===== config.mk =====
export PLATFORM = sky130hd
export DESIGN_NAME = brl_cell
export DESIGN_NICKNAME = d
export VERILOG_FILES = /design/src/byte_range_lock_table_assert.svh /design/src/brl_pkg.sv /design/src/brl_cell.sv
export SDC_FILE = /design/constraint.sdc
export NUM_CORES = 1
export LEC_CHECK = 0
export BUFFER_PORTS_ARGS = -buffer_cell sky130_fd_sc_hd__clkbuf_2
export CAP_MARGIN = 20
export CORE_AREA = 2 2 382 384
export CTS_CLUSTER_SIZE = 16
export DETAILED_ROUTE_END_ITERATION = 16
export DIE_AREA = 0 0 384 386
export SLEW_MARGIN = 30
export SYNTH_ARGS = -nofsm -noshare
export SYNTH_HDL_FRONTEND = slang
export SYNTH_SLANG_ARGS = --single-unit

===== constraint.sdc =====
create_clock -name clk -period 8.1 [get_ports clk]
set_clock_uncertainty 0.2 [all_clocks]
set_input_delay 0.81 -clock clk [delete_from_list [all_inputs] [get_ports clk]]
set_output_delay 0.81 -clock clk [all_outputs]
set_load 0.005 [all_outputs]

===== src/byte_range_lock_table_assert.svh =====
// Assertion helpers used by the lock table RTL.
`ifndef BYTE_RANGE_LOCK_TABLE_ASSERT_SVH
`define BYTE_RANGE_LOCK_TABLE_ASSERT_SVH

// Same-cycle implication.
`define BRL_ASSERT_NOW(label, ante, cons) \
  label: assert property (@(posedge clk) disable iff (!rst_n) (ante) |-> (cons)) \
    else $error("lock table check failed");

// Next-cycle implication.
`define BRL_ASSERT_NEXT(label, ante, cons) \
  label: assert property (@(posedge clk) disable iff (!rst_n) (ante) |=> (cons)) \
    else $error("lock table check failed");

`endif


===== src/brl_pkg.sv =====
package brl_pkg;

  localparam logic [2:0] CMD_LOCK   = 3'd0;
  localparam logic [2:0] CMD_UNLOCK = 3'd1;
  localparam logic [2:0] CMD_RMPEND = 3'd2;
  localparam logic [2:0] CMD_TEST   = 3'd3;
  localparam logic [2:0] CMD_CLOSE  = 3'd4;

  localparam logic [1:0] KIND_READ   = 2'd0;
  localparam logic [1:0] KIND_WRITE  = 2'd1;
  localparam logic [1:0] KIND_PREAD  = 2'd2;
  localparam logic [1:0] KIND_PWRITE = 2'd3;

  localparam logic [2:0] ST_OK        = 3'd0;
  localparam logic [2:0] ST_NOT_GRANT = 3'd1;
  localparam logic [2:0] ST_CONFLICT  = 3'd2;
  localparam logic [2:0] ST_NOT_LOCK  = 3'd3;
  localparam logic [2:0] ST_FULL      = 3'd4;

  typedef struct packed {
    logic [31:0] node_id;
    logic [15:0] conn_id;
    logic [15:0] smbpid;
    logic [15:0] notify_tag;
    logic [1:0]  lock_kind;
    logic [15:0] handle_id;
    logic [15:0] file_id;
    logic [63:0] range_start;
    logic [63:0] range_size;
  } entry_t;

  typedef struct packed {
    logic shift;      // take neighbor's entry
    logic load_head;  // take entry leaving the head
    logic load_new;   // append new lock
  } cell_ctl_t;

  typedef struct packed {
    logic conflict;
    logic unl_w;
    logic unl_n;
    logic pend;
    logic close;
  } match_t;

endpackage


===== src/brl_cell.sv =====
module brl_cell (
  input  logic               clk,
  input  brl_pkg::cell_ctl_t ctl,
  input  brl_pkg::entry_t    nbr,
  input  brl_pkg::entry_t    head,
  input  brl_pkg::entry_t    fresh,
  output brl_pkg::entry_t    q
);
  import brl_pkg::*;

  entry_t q_r;

  always_ff @(posedge clk) begin
    if (ctl.load_new) begin
      q_r <= fresh;
    end else if (ctl.load_head) begin
      q_r <= head;
    end else if (ctl.shift) begin
      q_r <= nbr;
    end
  end

  assign q = q_r;

endmodule


== Yosys cells after proc, flatten, opt, wreduce, memory -nomap -nowiden ==
Cells that the tools add are included.
Storage, ports and cells
  register bits after elaboration: 242
  input port bits: 730
  logic and storage cells: 13
Cells by class
  multiplexer cells: 3
  reductions and logical operators: 1
Operator list (count)
  $mux W242: 3
  $reduce_bool A3 Y1: 1

== Logic depth before layout (Yosys ltp) ==
  depth after elaboration: 3
  mapped depth: 5
  gate-level depth less buffers: 2

== Least setup slack after synthesis ==
OpenSTA, ideal clock, no wires.
  path type: input port to flip-flop
  start: input ctl[0] in the netlist's numbering
  end: register q_r (netlist bit q[0]) (enable)
  library setup time: 0.619 ns
  arrival: 6.304 ns
  setup slack: 0.977 ns
  stages: 3
  path buffers: 2
  path through: buf_2 > buf_2 > or3_1
Between the ends
  word-level cells in the longest chain between the ends: 1
RTL lines
  start: declaration: RTL line brl_cell.sv:3  | input brl_pkg::cell_ctl_t ctl,
  $reduce_bool A3 Y1 (no line)
  end signal: assignment: RTL line brl_cell.sv:15  | q_r <= fresh;
  end signal: assignment: RTL line brl_cell.sv:19  | q_r <= nbr;
  end: declaration: RTL line brl_cell.sv:11  | entry_t q_r;
Every way passes these cells.
A chain may end at the register's enable or synchronous reset.

== Worst setup path after layout ==
  start: input ctl[0] in the netlist's numbering
  end: register q_r (netlist bit q[34]) (data pin)
Between the ends
  word-level cells in the longest chain between the ends: 1
RTL lines
  $mux W242: RTL line brl_cell.sv:14  | if (ctl.load_new) begin
Every way passes these cells.

==> results.md <==
* Antenna Nets Post-Route at 0
* IO Port Bufs at 971
* WP data required at 8200 ps
* Post-synth EDFFs at 242
* Critical Path End Type: register
* Min-Delay Path Class: primary input to register
* WL met3 at around 18000 µm
* Initial antenna violation count at between 150 and 200
* Combinational power share at 18.2%
* Initial Util at 8.516%
* Mapped Nets at 1780
* Postcts setup bufs at 0
* Top cell type's share of synthesized area at between 50% and 60%
* Post-synth top cells: edfxtp_1 (242), mux2i_1 (242), nand2_1 (242)
* Final hold violation count at 0
* Register bit total from synthesis at 242
* Ports at 972
* Max FFs per register at ~240
* M1 WL at 41540 µm
* CTS resizes at 0
* Final Instance Area at around 0.021 mm²
* Leak at a little under 10 nW
* Post-synthesis compound-gate area fraction at around 10%
* CTS tree: yes
* Share of layout cells above drive strength 1 at 51.75%
* Area after DPL at 0.01922 mm²
* CTS Buffer Depth at 3
* Area Growth Syn to Fin at 67.68%
* Peak Freq at 353.4 MHz
* Pre-CTS WS at 4673 ps
* Ys flop type: edfxtp_1
* Gr ovfl total at 0
* Tmin final at approximately 2800 ps
* Sequential share of power at 38.1%
* Fin util at 14.28%
* NetSw at 1.252 mW
* First-pass GRT wire length at 135000 µm
* Fin Setup TNS at 0 ps
* DR vias/cell at roughly 3.4
* Vias in the first global route at 12320
* Top layer in use: met5
* DRC Markers at 0
* CTS Root Cell: clkbuf_16
* Startpoint types: primary input
* Max transition margin at 35.39%
* Int Pwr at just under 3 mW
* Pwr per Cell Area at 204.6 mW/mm²
* Initial DRC count at 959
* H-tree depth at 2
* DRT Wirelength at 112600 µm
* Tot GR Track Use at 14.37%
* Post-Syn Area at between 0.01 and 0.015 mm²
* Worst slew pin tran at 969.2 ps
* Syn Inst Count at 1050
* Max Cap Violations at 0
* Die Height at 386 µm
* Die W at between 300 and 400 µm
* Crit-path most repeated cell: buf_4
* Post-Synth Simple-Gate Area at 7.432%
* Largest net degree at the start of global routing at ~120
* Clock network power share at 43.7%
* TritonRoute pass-1 iters at 7
* Cell Chain, Critical Path: buf_8, buf_4, buf_4, o21ai_0
* Peak supply drop at 0.0001406 V
* Slew Viols, Final at 0
* Worst Setup Path Type: primary input to register
* Yosys cell types at 11
* Sw Ratio at 29.66%
* Synth area leader: edfxtp_1
* Critical Path AT at 2930 ps
* Routed vias at 13395
* Unrepaired setup endpoints after global routing: false
* Status: complete, no violations
* Post-cts hold buffer count at 0
* Post-DR wirelength/cell at 28.30 µm
* Final Power at around 4.2 mW
* Hpwl dp at ~99000 µm
* Synth area leaders: edfxtp_1 (59%), mux2i_1 (20%), nand2_1 (7.4%)
* Fin worst setup slack at between 5000 and 6000 ps
* Post-synthesis mux area share at between 10% and 20%
* Xor/xnor cell area share of the yosys netlist at 0%
* Endpoints failing setup at 0
* Seq/Total Area, Yosys at 59.05%
* Synth Area in Adders at 0%
* Combinational family with the most area after synthesis: multiplexers
* Total CTS buffers at 39
* DIE AREA at between 0.1 and 0.15 mm²
* Yosys warns at 0
* Core footprint at between 0.1 and 0.15 mm²
* Wire length on met2 at 48310 µm
* Slowest cell on the critical path: buf_4
* Clk slew on worst S/H paths at around 60 ps
* Total clock sinks at 242
* Crit-path max FO at 103
* Row count at 140
* Final net count at 2725
* Syn avg cell area at 11.72 µm²
* Fin crit share at 34.93%
* Final GP Congestion at 0.9726
* Crit path largest cell delay at 780 ps
* FFs w/ async S/R, synth at 0%
-- critical path: cells and delay by family --
family                 cells  cell delay (ps)
AO/OA/AOI/OAI              1              260
buffers and inverters      3             1700
-- per-stage QoR --
step	hold slack [ps]	std cells
3_3_place_gp	890.6	3871
4_1_cts	228.2	3940
2_1_floorplan	801.2	1050
5_1_grt	265.2	3950
6_report	291.3	3977
3_5_place_dp	897.0	3871
-- final cells by class --
cell class	count	area (µm²)
Clock buffer	42	987.2
Timing Repair Buffer	985	5001
Tap cell	1917	2399
Fill cell	16499	123900
Antenna cell	37	92.59
Clock inverter	27	336.6
Multi-Input combinational cell	727	4553
Sequential cell	242	7267
-- final timing paths --
check / startpoint / to / slack [ps] / cells after the start
max: ctl[0] / q[34]$_DFFE_PP_ / 5270 / 4
min: fresh[61] / q[61]$_DFFE_PP_ / 290 / 3
-- power by group through the flow --
stage	clock network, mW	logic (mW)	registers, mW
2_1_floorplan	0	0.218	1.64
3_3_place_gp	0	0.787	1.63
3_5_place_dp	0	0.795	1.63
4_1_cts	1.92	0.797	1.61
5_1_grt	1.95	0.829	1.62
6_report	1.84	0.770	1.61
-- logic make-up after synthesis --
kind of cell	after synthesis
flip-flops	242
multiplexers	242
AND/OR/NAND/NOR	243
buffers and inverters	81
AO/OA/AOI/OAI	242
-- cell usage in the layout, fill, tap and decap left out --
master / count
clkbuf_16: 39
clkbuf_2: 969
or3_4: 1
o21ai_1: 170
clkinvlp_4: 1
o21ai_0: 72
buf_12: 1
clkinv_1: 5
diode_2: 37
mux2i_1: 242
inv_6: 7
clkinv_2: 6
clkinv_4: 1
clkbuf_1: 3
buf_8: 2
bufinv_16: 7
buf_4: 12
nand2_1: 242
edfxtp_1: 242
buf_6: 1
-- routing by layer --
metal / vias to the layer above / GRT usage [%]
li1: 5792 / -
met1: 6165 / 15.90
met2: 912 / 21.46
met3: 346 / 10.60
met4: 180 / 4.205
met5: - / 0
(Power assumes the default switching activity.)
