<file path="src/byte_range_lock_table_assert.svh">
// Assertion helpers used by the lock table RTL.
`ifndef BYTE_RANGE_LOCK_TABLE_ASSERT_SVH
`define BYTE_RANGE_LOCK_TABLE_ASSERT_SVH

// Same-cycle implication.
`define BRL_ASSERT_NOW(label, ante, cons) \
  label: assert property (@(posedge clk) disable iff (!rst_n) (ante) |-> (cons)) \
    else $error("lock table check failed");

// Next-cycle implication.
`define BRL_ASSERT_NEXT(label, ante, cons) \
  label: assert property (@(posedge clk) disable iff (!rst_n) (ante) |=> (cons)) \
    else $error("lock table check failed");

`endif

</file>
<file path="src/brl_pkg.sv">
package brl_pkg;

  localparam logic [2:0] CMD_LOCK   = 3'd0;
  localparam logic [2:0] CMD_UNLOCK = 3'd1;
  localparam logic [2:0] CMD_RMPEND = 3'd2;
  localparam logic [2:0] CMD_TEST   = 3'd3;
  localparam logic [2:0] CMD_CLOSE  = 3'd4;

  localparam logic [1:0] KIND_READ   = 2'd0;
  localparam logic [1:0] KIND_WRITE  = 2'd1;
  localparam logic [1:0] KIND_PREAD  = 2'd2;
  localparam logic [1:0] KIND_PWRITE = 2'd3;

  localparam logic [2:0] ST_OK        = 3'd0;
  localparam logic [2:0] ST_NOT_GRANT = 3'd1;
  localparam logic [2:0] ST_CONFLICT  = 3'd2;
  localparam logic [2:0] ST_NOT_LOCK  = 3'd3;
  localparam logic [2:0] ST_FULL      = 3'd4;

  typedef struct packed {
    logic [31:0] node_id;
    logic [15:0] conn_id;
    logic [15:0] smbpid;
    logic [15:0] notify_tag;
    logic [1:0]  lock_kind;
    logic [15:0] handle_id;
    logic [15:0] file_id;
    logic [63:0] range_start;
    logic [63:0] range_size;
  } entry_t;

  typedef struct packed {
    logic shift;      // take neighbor's entry
    logic load_head;  // take entry leaving the head
    logic load_new;   // append new lock
  } cell_ctl_t;

  typedef struct packed {
    logic conflict;
    logic unl_w;
    logic unl_n;
    logic pend;
    logic close;
  } match_t;

endpackage

</file>
<file path="src/brl_match.sv">
module brl_match (
  input  brl_pkg::entry_t ent,
  input  brl_pkg::entry_t req,
  input  logic            relaxed,
  output brl_pkg::match_t m
);
  import brl_pkg::*;

  logic        file_eq, owner_eq, handle_eq, same, exempt, overlap;
  logic [63:0] end_e, end_r;

  always_comb begin
    file_eq   = ent.file_id == req.file_id;
    owner_eq  = ent.node_id == req.node_id && ent.conn_id == req.conn_id &&
                ent.smbpid == req.smbpid;
    handle_eq = ent.handle_id == req.handle_id;
    same      = owner_eq && handle_eq;
    end_e     = ent.range_start + ent.range_size;
    end_r     = req.range_start + req.range_size;
    overlap   = (ent.range_size != 64'd0 && ent.range_start == req.range_start &&
                 ent.range_size == req.range_size) ||
                !(ent.range_start >= end_r || req.range_start >= end_e);
    // pending never conflicts, read/read never conflicts
    exempt    = ent.lock_kind[1] || req.lock_kind[1] ||
                (ent.lock_kind == KIND_READ && req.lock_kind == KIND_READ) ||
                (same && (req.lock_kind == KIND_READ ||
                          (relaxed && ent.lock_kind == KIND_WRITE)));
    m.conflict = file_eq && !exempt && overlap;
    m.unl_w    = file_eq && same && ent.range_start == req.range_start &&
                 ent.range_size == req.range_size && ent.lock_kind == KIND_WRITE;
    m.unl_n    = file_eq && same && ent.range_start == req.range_start &&
                 ent.range_size == req.range_size && !ent.lock_kind[1];
    m.pend     = file_eq && ent.lock_kind[1] && ent.notify_tag == req.notify_tag &&
                 ent.node_id == req.node_id;
    m.close    = file_eq && ent.node_id == req.node_id &&
                 ent.conn_id == req.conn_id && handle_eq;
  end

endmodule

</file>
<file path="config.mk">
export PLATFORM = sky130hd
export DESIGN_NAME = brl_match
export DESIGN_NICKNAME = d
export VERILOG_FILES = /design/src/byte_range_lock_table_assert.svh /design/src/brl_pkg.sv /design/src/brl_match.sv
export SDC_FILE = /design/constraint.sdc
export NUM_CORES = 1
export LEC_CHECK = 0
export ABC_AREA = 1
export ABC_CLOCK_PERIOD_IN_PS = 3900
export BUFFER_PORTS_ARGS = -buffer_cell sky130_fd_sc_hd__buf_2
export CAP_MARGIN = 20
export CORE_MARGIN = 3
export CORE_UTILIZATION = 24
export DETAILED_ROUTE_END_ITERATION = 10
export GPL_TIMING_DRIVEN = 0
export PLACE_DENSITY = 0.52
export RECOVER_POWER = 50
export SLEW_MARGIN = 20
export SYNTH_ARGS = -nofsm -noshare
export SYNTH_HDL_FRONTEND = slang
export SYNTH_SLANG_ARGS = --single-unit
</file>
<file path="constraint.sdc">
create_clock -name vclk -period 3.9
set_input_delay 0.195 -clock vclk [all_inputs]
set_output_delay 0.195 -clock vclk [all_outputs]
set_load 0.05 [all_outputs]
</file>
Yosys cells after proc, flatten, opt, wreduce, memory -nomap -nowiden
Cells that the tools add are included.

Register bits: 0. Word-level logic and storage cells: 46.

Add/subtract/negate cells: 2. Order comparisons: 2. Equality and inequality tests: 9. Reduce and logical (&&, ||, !) cells: 33.

Operator list (count): $add 64x64->64 (2); $eq 64x64->1 (2); $ge 64x64->1 (2); $eq 16x16->1 (5); $reduce_bool 64->1 (1); $eq 32x32->1 (1); $logic_and 1x1->1 (21); $logic_or 1x1->1 (6); $logic_not 2->1 (2); $logic_not 1->1 (3); $eq 2x1->1 const B (1).

Depth between registers and ports, before layout
Gate-level depths: netlist (run 1).

Word-level depth: 9. Mapped depth: 28. Depth with buffers taken out: 28.

Worst setup path before layout (run 1)
OpenSTA, ideal clock, no wires.

Path kind: input to output. Start point: input port req[0] in the netlist's numbering. End point: output port m[4] in the netlist's numbering. Data arrival time: 3381 ps. Required time: 3705 ps. Slack: 324 ps. Cell stages on the path: 24. Cell sequence: ha_1 -> inv_1 -> fa_1 -> nand3b_2 -> nand2_2 -> nand2_2 -> nand2_2 -> nand3_1 -> nand2_2 -> nand3_1 -> nand2_2 -> nand2_1 -> nand3_1 -> nand2_1 -> ha_1 -> nand2_1 -> nor2_1 -> nor2_1 -> nand3_1 -> nor2_1 -> nand3_1 -> nor2_1 -> nand3_1 -> a21oi_1.

RTL lines: start, declared (RTL line brl_match.sv:3) `input brl_pkg::entry_t req,`; end, declared (RTL line brl_match.sv:5) `output brl_pkg::match_t m`.

==> flow_metrics.tcl, run 1 <==
set metrics [dict create \
    ant_nets 0 \
    busiest_layer "met2" \
    hpwlAfterDp_mm 83.4 \
    synth_top_cell_by_area "ha_1" \
    synth_area_leaders "ha_1, nand2_1, nor2_1, xnor2_1, inv_1" \
    fin_area_um2 21700 \
    yosysSeqAreaShare_pct 0 \
    num_io_pins 490 \
    nClkBuffers 0 \
    final_cell_mix "nand2_1, buf_2, nor2_1" \
    criticalPathCategory "input port to output pin" \
    area_growth_pct 35.5 \
    hold_path_class "input port to output pin" \
    wl_mm 92.0 \
    yosysWarnings 0 \
    placed_area_um2 19600 \
    worstPathArrival_ns 3.59 \
    grt_pass1_vias 19700 \
    drtIter0Drc 1875 \
    clock.fmax_mhz 264 \
    period_share_pct 97.2 \
    via_per_inst 4.94 \
    grtUsageMet3_pct 2.72 \
    final_nets 4156 \
    crit_required_ns 3.70 \
    crit_path_end_kind "output pin" \
    yosysUniqueCellTypes 45 \
    power_w 0.00362 \
    crit_fanout 4 \
    start_util_pct 24.3 \
    die_h_um 265 \
    grt_antenna_before_repair 21 \
    dp_slack_ns -0.753 \
    power.density_nw_per_um2 166 \
    finalWorstSetupSlack_ns 0.111 \
    setup_viol 0 \
    peakVddDrop_uv 61.1 \
    track_usage_pct 24.3 \
    ctsHoldBuffers 0 \
    p_leak_nw 10.2 \
    seq_cell_count 0 \
    die_area_um2 70000 \
    overflow 0 \
    grt_max_degree 9 \
    portBuffers 490 \
    detail_route.wl_per_cell_um 21.4 \
    register_area_um2 0 \
    holdCritStartpoint "ent[160]" \
    synth_fp_nets 3628 \
    die_w_um 265 \
    hold_path_depth 4 \
    fill_cells 7493 \
    drc 0 \
    first_pass_iters 6 \
    synth_area_um2 16000 \
    worst_setup_path_start_kind "input port" \
    max_slew.worst_pin.slew_ns 0.879 \
    crit_start "req[74]" \
    hold_violations 0 \
    fin_crit_ns 3.79 \
    slew_viol_final 0 \
    row_count 94 \
    layout-drive-gt1-share_pct 27.7 \
    coreArea_um2 66000 \
    whs_endpoint "m[3]" \
    status "finished, final reports clean" \
    synth_top_area_share_pct 19.8 \
    cap_violations 0 \
    gp_congestion 1.05 \
    grt_first_pass_wirelength_mm 125 \
    met2_usage_pct 39.7 \
    met1_usage_pct 33.4 \
    postSynthCellCount 2887 \
    syn_area_per_cell_um2 5.56 \
    layout.cells.most_common "nand2_1" \
    relSlewSlack_pct 40.8 \
    fin_tns_setup_ns 0 \
    dr_total_vias 21200 \
]
synthesized netlist by cell type, drive strengths merged (15+ instances only):
cell type and count:
xnor2 176, nor4 18, a21o 18, a21oi 235, inv 401, xor2 102, o21a 15, nand3b 32
nand4 27, ha 254, nor2 459, nand2 741, nor3 36, o21ai 154, or2 19, o21bai 26
nand3 134
critical path: stages:
cell      delay, ns
buf_2          0.13
ha_1           0.37
nand2_1        0.18
nor2_4         0.18
nand2_2        0.11
o21ai_4        0.21
nand2_1        0.09
nand2_2        0.12
nand3b_1       0.18
nand3_1        0.14
nand2_1        0.12
ha_1           0.32
a21oi_1        0.15
nor2_1         0.05
nor2_1         0.09
nand3_1        0.10
nor2_2         0.13
nand3_2        0.11
nor2_4         0.12
nand3_2        0.15
a21oi_2        0.17
buf_6          0.18
power by group:
group / internal (W) / switching, W
clock: 0.000000000620 / 0
sequential: 0 / 0
combinational: 0.00140 / 0.00222
cell type report:
type                       count  area, µm²  share of cell area [%]
antenna                       18       45.0                   0.207
multi-input combinational   2484      16400                    75.3
inverter                     402       1510                    6.94
tap                          864       1080                    4.97
timing repair buffer         526       2740                    12.6
buffer                         1       5.00                  0.0230
metrics by stage:
step                      util, %  instances  hold WS (ns)
after floorplan                 -       2887         0.605
after global placement       29.7       4241         0.794
after detailed placement     29.7       4241         0.798
after CTS                    30.7       4267         0.800
after global routing         32.9       4291         0.825
final                        33.0       4295         0.797
logic make-up (layout without fill, tap and decap cells):
family                   Yosys count  in the layout  synth area share (%)
other                              0             18                     0
AO/OA/AOI/OAI                    476            476                  16.9
adder cells (fa/ha/maj)          256            256                  20.1
buffers and inverters            403            929                  9.44
XOR/XNOR                         278            278                  15.2
AND/OR/NAND/NOR                 1474           1474                  38.5
repair_timing:
| item | in CTS | in global routing |
|---|---|---|
| gates resized for setup | 118 | 341 |
| pin swaps | 35 | 39 |
| gates cloned | 0 | 0 |
| buffers inserted | 26 | 10 |
| setup endpoints to repair | 1 | 1 |
layer usage:
layer  part of all wire (%)  wire length [µm]  up-vias
li1                       -                 -    10500
met1                     44             40700     9691
met2                     45             41100      914
met3                    7.5              6900      142
met4                    3.6              3280        0
met5                      0                 0        -
how the worst max path moves through the flow:
stage / end / slack (ns) / cells past startpoint
after global placement: m[4] / -0.73 / 25
after detailed placement: m[4] / -0.75 / 25
after CTS: m[4] / 0.002 / 22
final: m[4] / 0.11 / 22
after floorplan: m[4] / 0.32 / 24
after global routing: m[4] / -0.02 / 24
(Power assumes the default switching activity.)
==> run 2: changes to the inputs <==
RECOVER_POWER = 100   (was 50)
==> run 2 against run 1 <==
Non-clock buffer count unchanged. Worst hold slack better by 0.041 ns. Power about the same. Worst setup slack worse by 0.018 ns. Final area about the same. Wire length about the same. Via count about the same. Global-route usage unchanged. Maximum frequency down 0.48%. Clock-buffer cell count unchanged. Sequential cell count unchanged. Critical path depth unchanged. Largest power group unchanged. Highest routed layer unchanged.
==> flow_metrics.tcl, run 2 (same netlist as run 1, synthesis figures left out) <==
set metrics [dict create \
    status "finished, final reports clean" \
    via_per_inst 4.94 \
    placed_area_um2 19600 \
    peakVddDrop_uv 61.0 \
    grt_antenna_before_repair 21 \
    dr_total_vias 21200 \
    max_slew.worst_pin.slew_ns 0.880 \
    multi_input_area_um2 16400 \
    setup_viol 0 \
    clock.fmax_mhz 263 \
    crit_fanout 4 \
    detail_route.wl_per_cell_um 21.4 \
    whs_endpoint "m[4]" \
    fin_area_um2 21700 \
    holdCritStartpoint "req[161]" \
    drc 0 \
    die_area_um2 70000 \
    intPower_w 0.00140 \
    start_util_pct 24.3 \
    grt_max_degree 9 \
    nClkBuffers 0 \
    worstPathArrival_ns 3.61 \
    final_cell_mix "nand2_1, buf_2, nor2_1" \
    relSlewSlack_pct 40.8 \
    clockPowerShare_pct 0 \
    crit_path_end_kind "output pin" \
    worst_setup_path_start_kind "input port" \
    overflow 0 \
    switching_share_pct 61.2 \
    seq_cell_count 0 \
    gp_congestion 1.05 \
    register_area_um2 0 \
    hpwlAfterDp_mm 83.4 \
    num_io_pins 490 \
    p_leak_nw 10.2 \
    seq_power_share_pct 0 \
    layout.cells.most_common "nand2_1" \
    post-route-util_pct 32.9 \
    fill_cells 7494 \
    combPwrFrac_pct 100.0 \
    hold_path_class "input port to output pin" \
    p_sw_w 0.00222 \
    grt_first_pass_wirelength_mm 125 \
    die_h_um 265 \
    period_share_pct 97.6 \
    drtIter0Drc 1906 \
    row_count 94 \
    wl_mm 92.0 \
    fin_crit_ns 3.81 \
    criticalPathCategory "input port to output pin" \
    power.density_nw_per_um2 167 \
    ctsHoldBuffers 0 \
    coreArea_um2 66000 \
    cap_violations 0 \
    layout-drive-gt1-share_pct 27.7 \
    whs_ns 0.838 \
    slew_viol_final 0 \
    first_pass_iters 6 \
    track_usage_pct 24.3 \
    final_nets 4156 \
    crit_required_ns 3.70 \
    fin_tns_setup_ns 0 \
    die_w_um 265 \
    hold_path_depth 5 \
    grt_pass1_vias 19700 \
    hold_violations 0 \
    portBuffers 490 \
    area_growth_pct 35.5 \
    ant_nets 0 \
]
-- run 2: changes by cell type in the layout (fill, tap and decap cells not counted), sizes merged --
cell    delta
buf        -2
diode      -1
clkbuf     +2
-- run 2: per-layer routing --
| metal | global-route usage [%] | vias up | share of wire [%] |
|---|---|---|---|
| met5 | 0 | - | 0 |
| met2 | 39.7 | 916 | 45 |
| met4 | 7.49 | 0 | 3.5 |
| li1 | - | 10500 | - |
| met3 | 2.72 | 140 | 8.0 |
| met1 | 33.4 | 9681 | 44 |
-- run 2: final cells by class --
cell class / instances / area share, %
diodes: 17 / 0.196
multi-input cells: 2484 / 75.3
plain buffers: 1 / 0.0230
inverters: 402 / 6.94
well taps: 864 / 4.97
repair buffers: 526 / 12.6
-- run 2: stage by stage --
stage,power [W],instances,worst slack [ns]
after CTS,0.00327,4267,0.00178
after floorplan,0.00198,2887,0.324
after detailed placement,0.00313,4241,-0.753
final,0.00362,4294,0.0925
after global routing,0.00397,4291,-0.0166
after global placement,0.00312,4241,-0.733
-- run 2: worst max path at each step --
stage | start | endpoint | slack (ns)
after CTS | req[84] | m[4] | 0.002
after detailed placement | ent[0] | m[4] | -0.75
after floorplan | req[0] | m[4] | 0.32
after global routing | req[96] | m[4] | -0.02
after global placement | ent[0] | m[4] | -0.73
final | req[74] | m[4] | 0.09
-- run 2: repair_timing --
| action | 4_1_cts | 5_1_grt |
|---|---|---|
| buffers inserted | 26 | 10 |
| pin swaps | 35 | 39 |
| resized for setup | 118 | 341 |
| endpoints found under the setup margin | 1 | 1 |
-- run 2: critical path, stage by stage --
cell	delay [ns]
buf_2	0.13
ha_1	0.37
nand2_1	0.17
nor2_4	0.18
nand2_2	0.11
o21ai_4	0.21
nand2_1	0.09
nand2_2	0.12
nand3b_1	0.18
nand3_1	0.14
nand2_1	0.12
ha_1	0.31
a21oi_1	0.15
nor2_1	0.05
nor2_1	0.09
nand3_1	0.10
nor2_2	0.13
nand3_2	0.11
nor2_4	0.12
nand3_2	0.15
a21oi_2	0.18
buf_6	0.18
-- run 2: power by group through the flow --
| stage | Clock (W) | Sequential (W) | Combinational [W] |
|---|---|---|---|
| final | 0.000000000586 | 0 | 0.00362 |
| after global routing | 0.000000000481 | 0 | 0.00397 |
| after CTS | 0 | 0 | 0.00327 |
| after detailed placement | 0 | 0 | 0.00313 |
| after global placement | 0 | 0 | 0.00312 |
| after floorplan | 0 | 0 | 0.00198 |
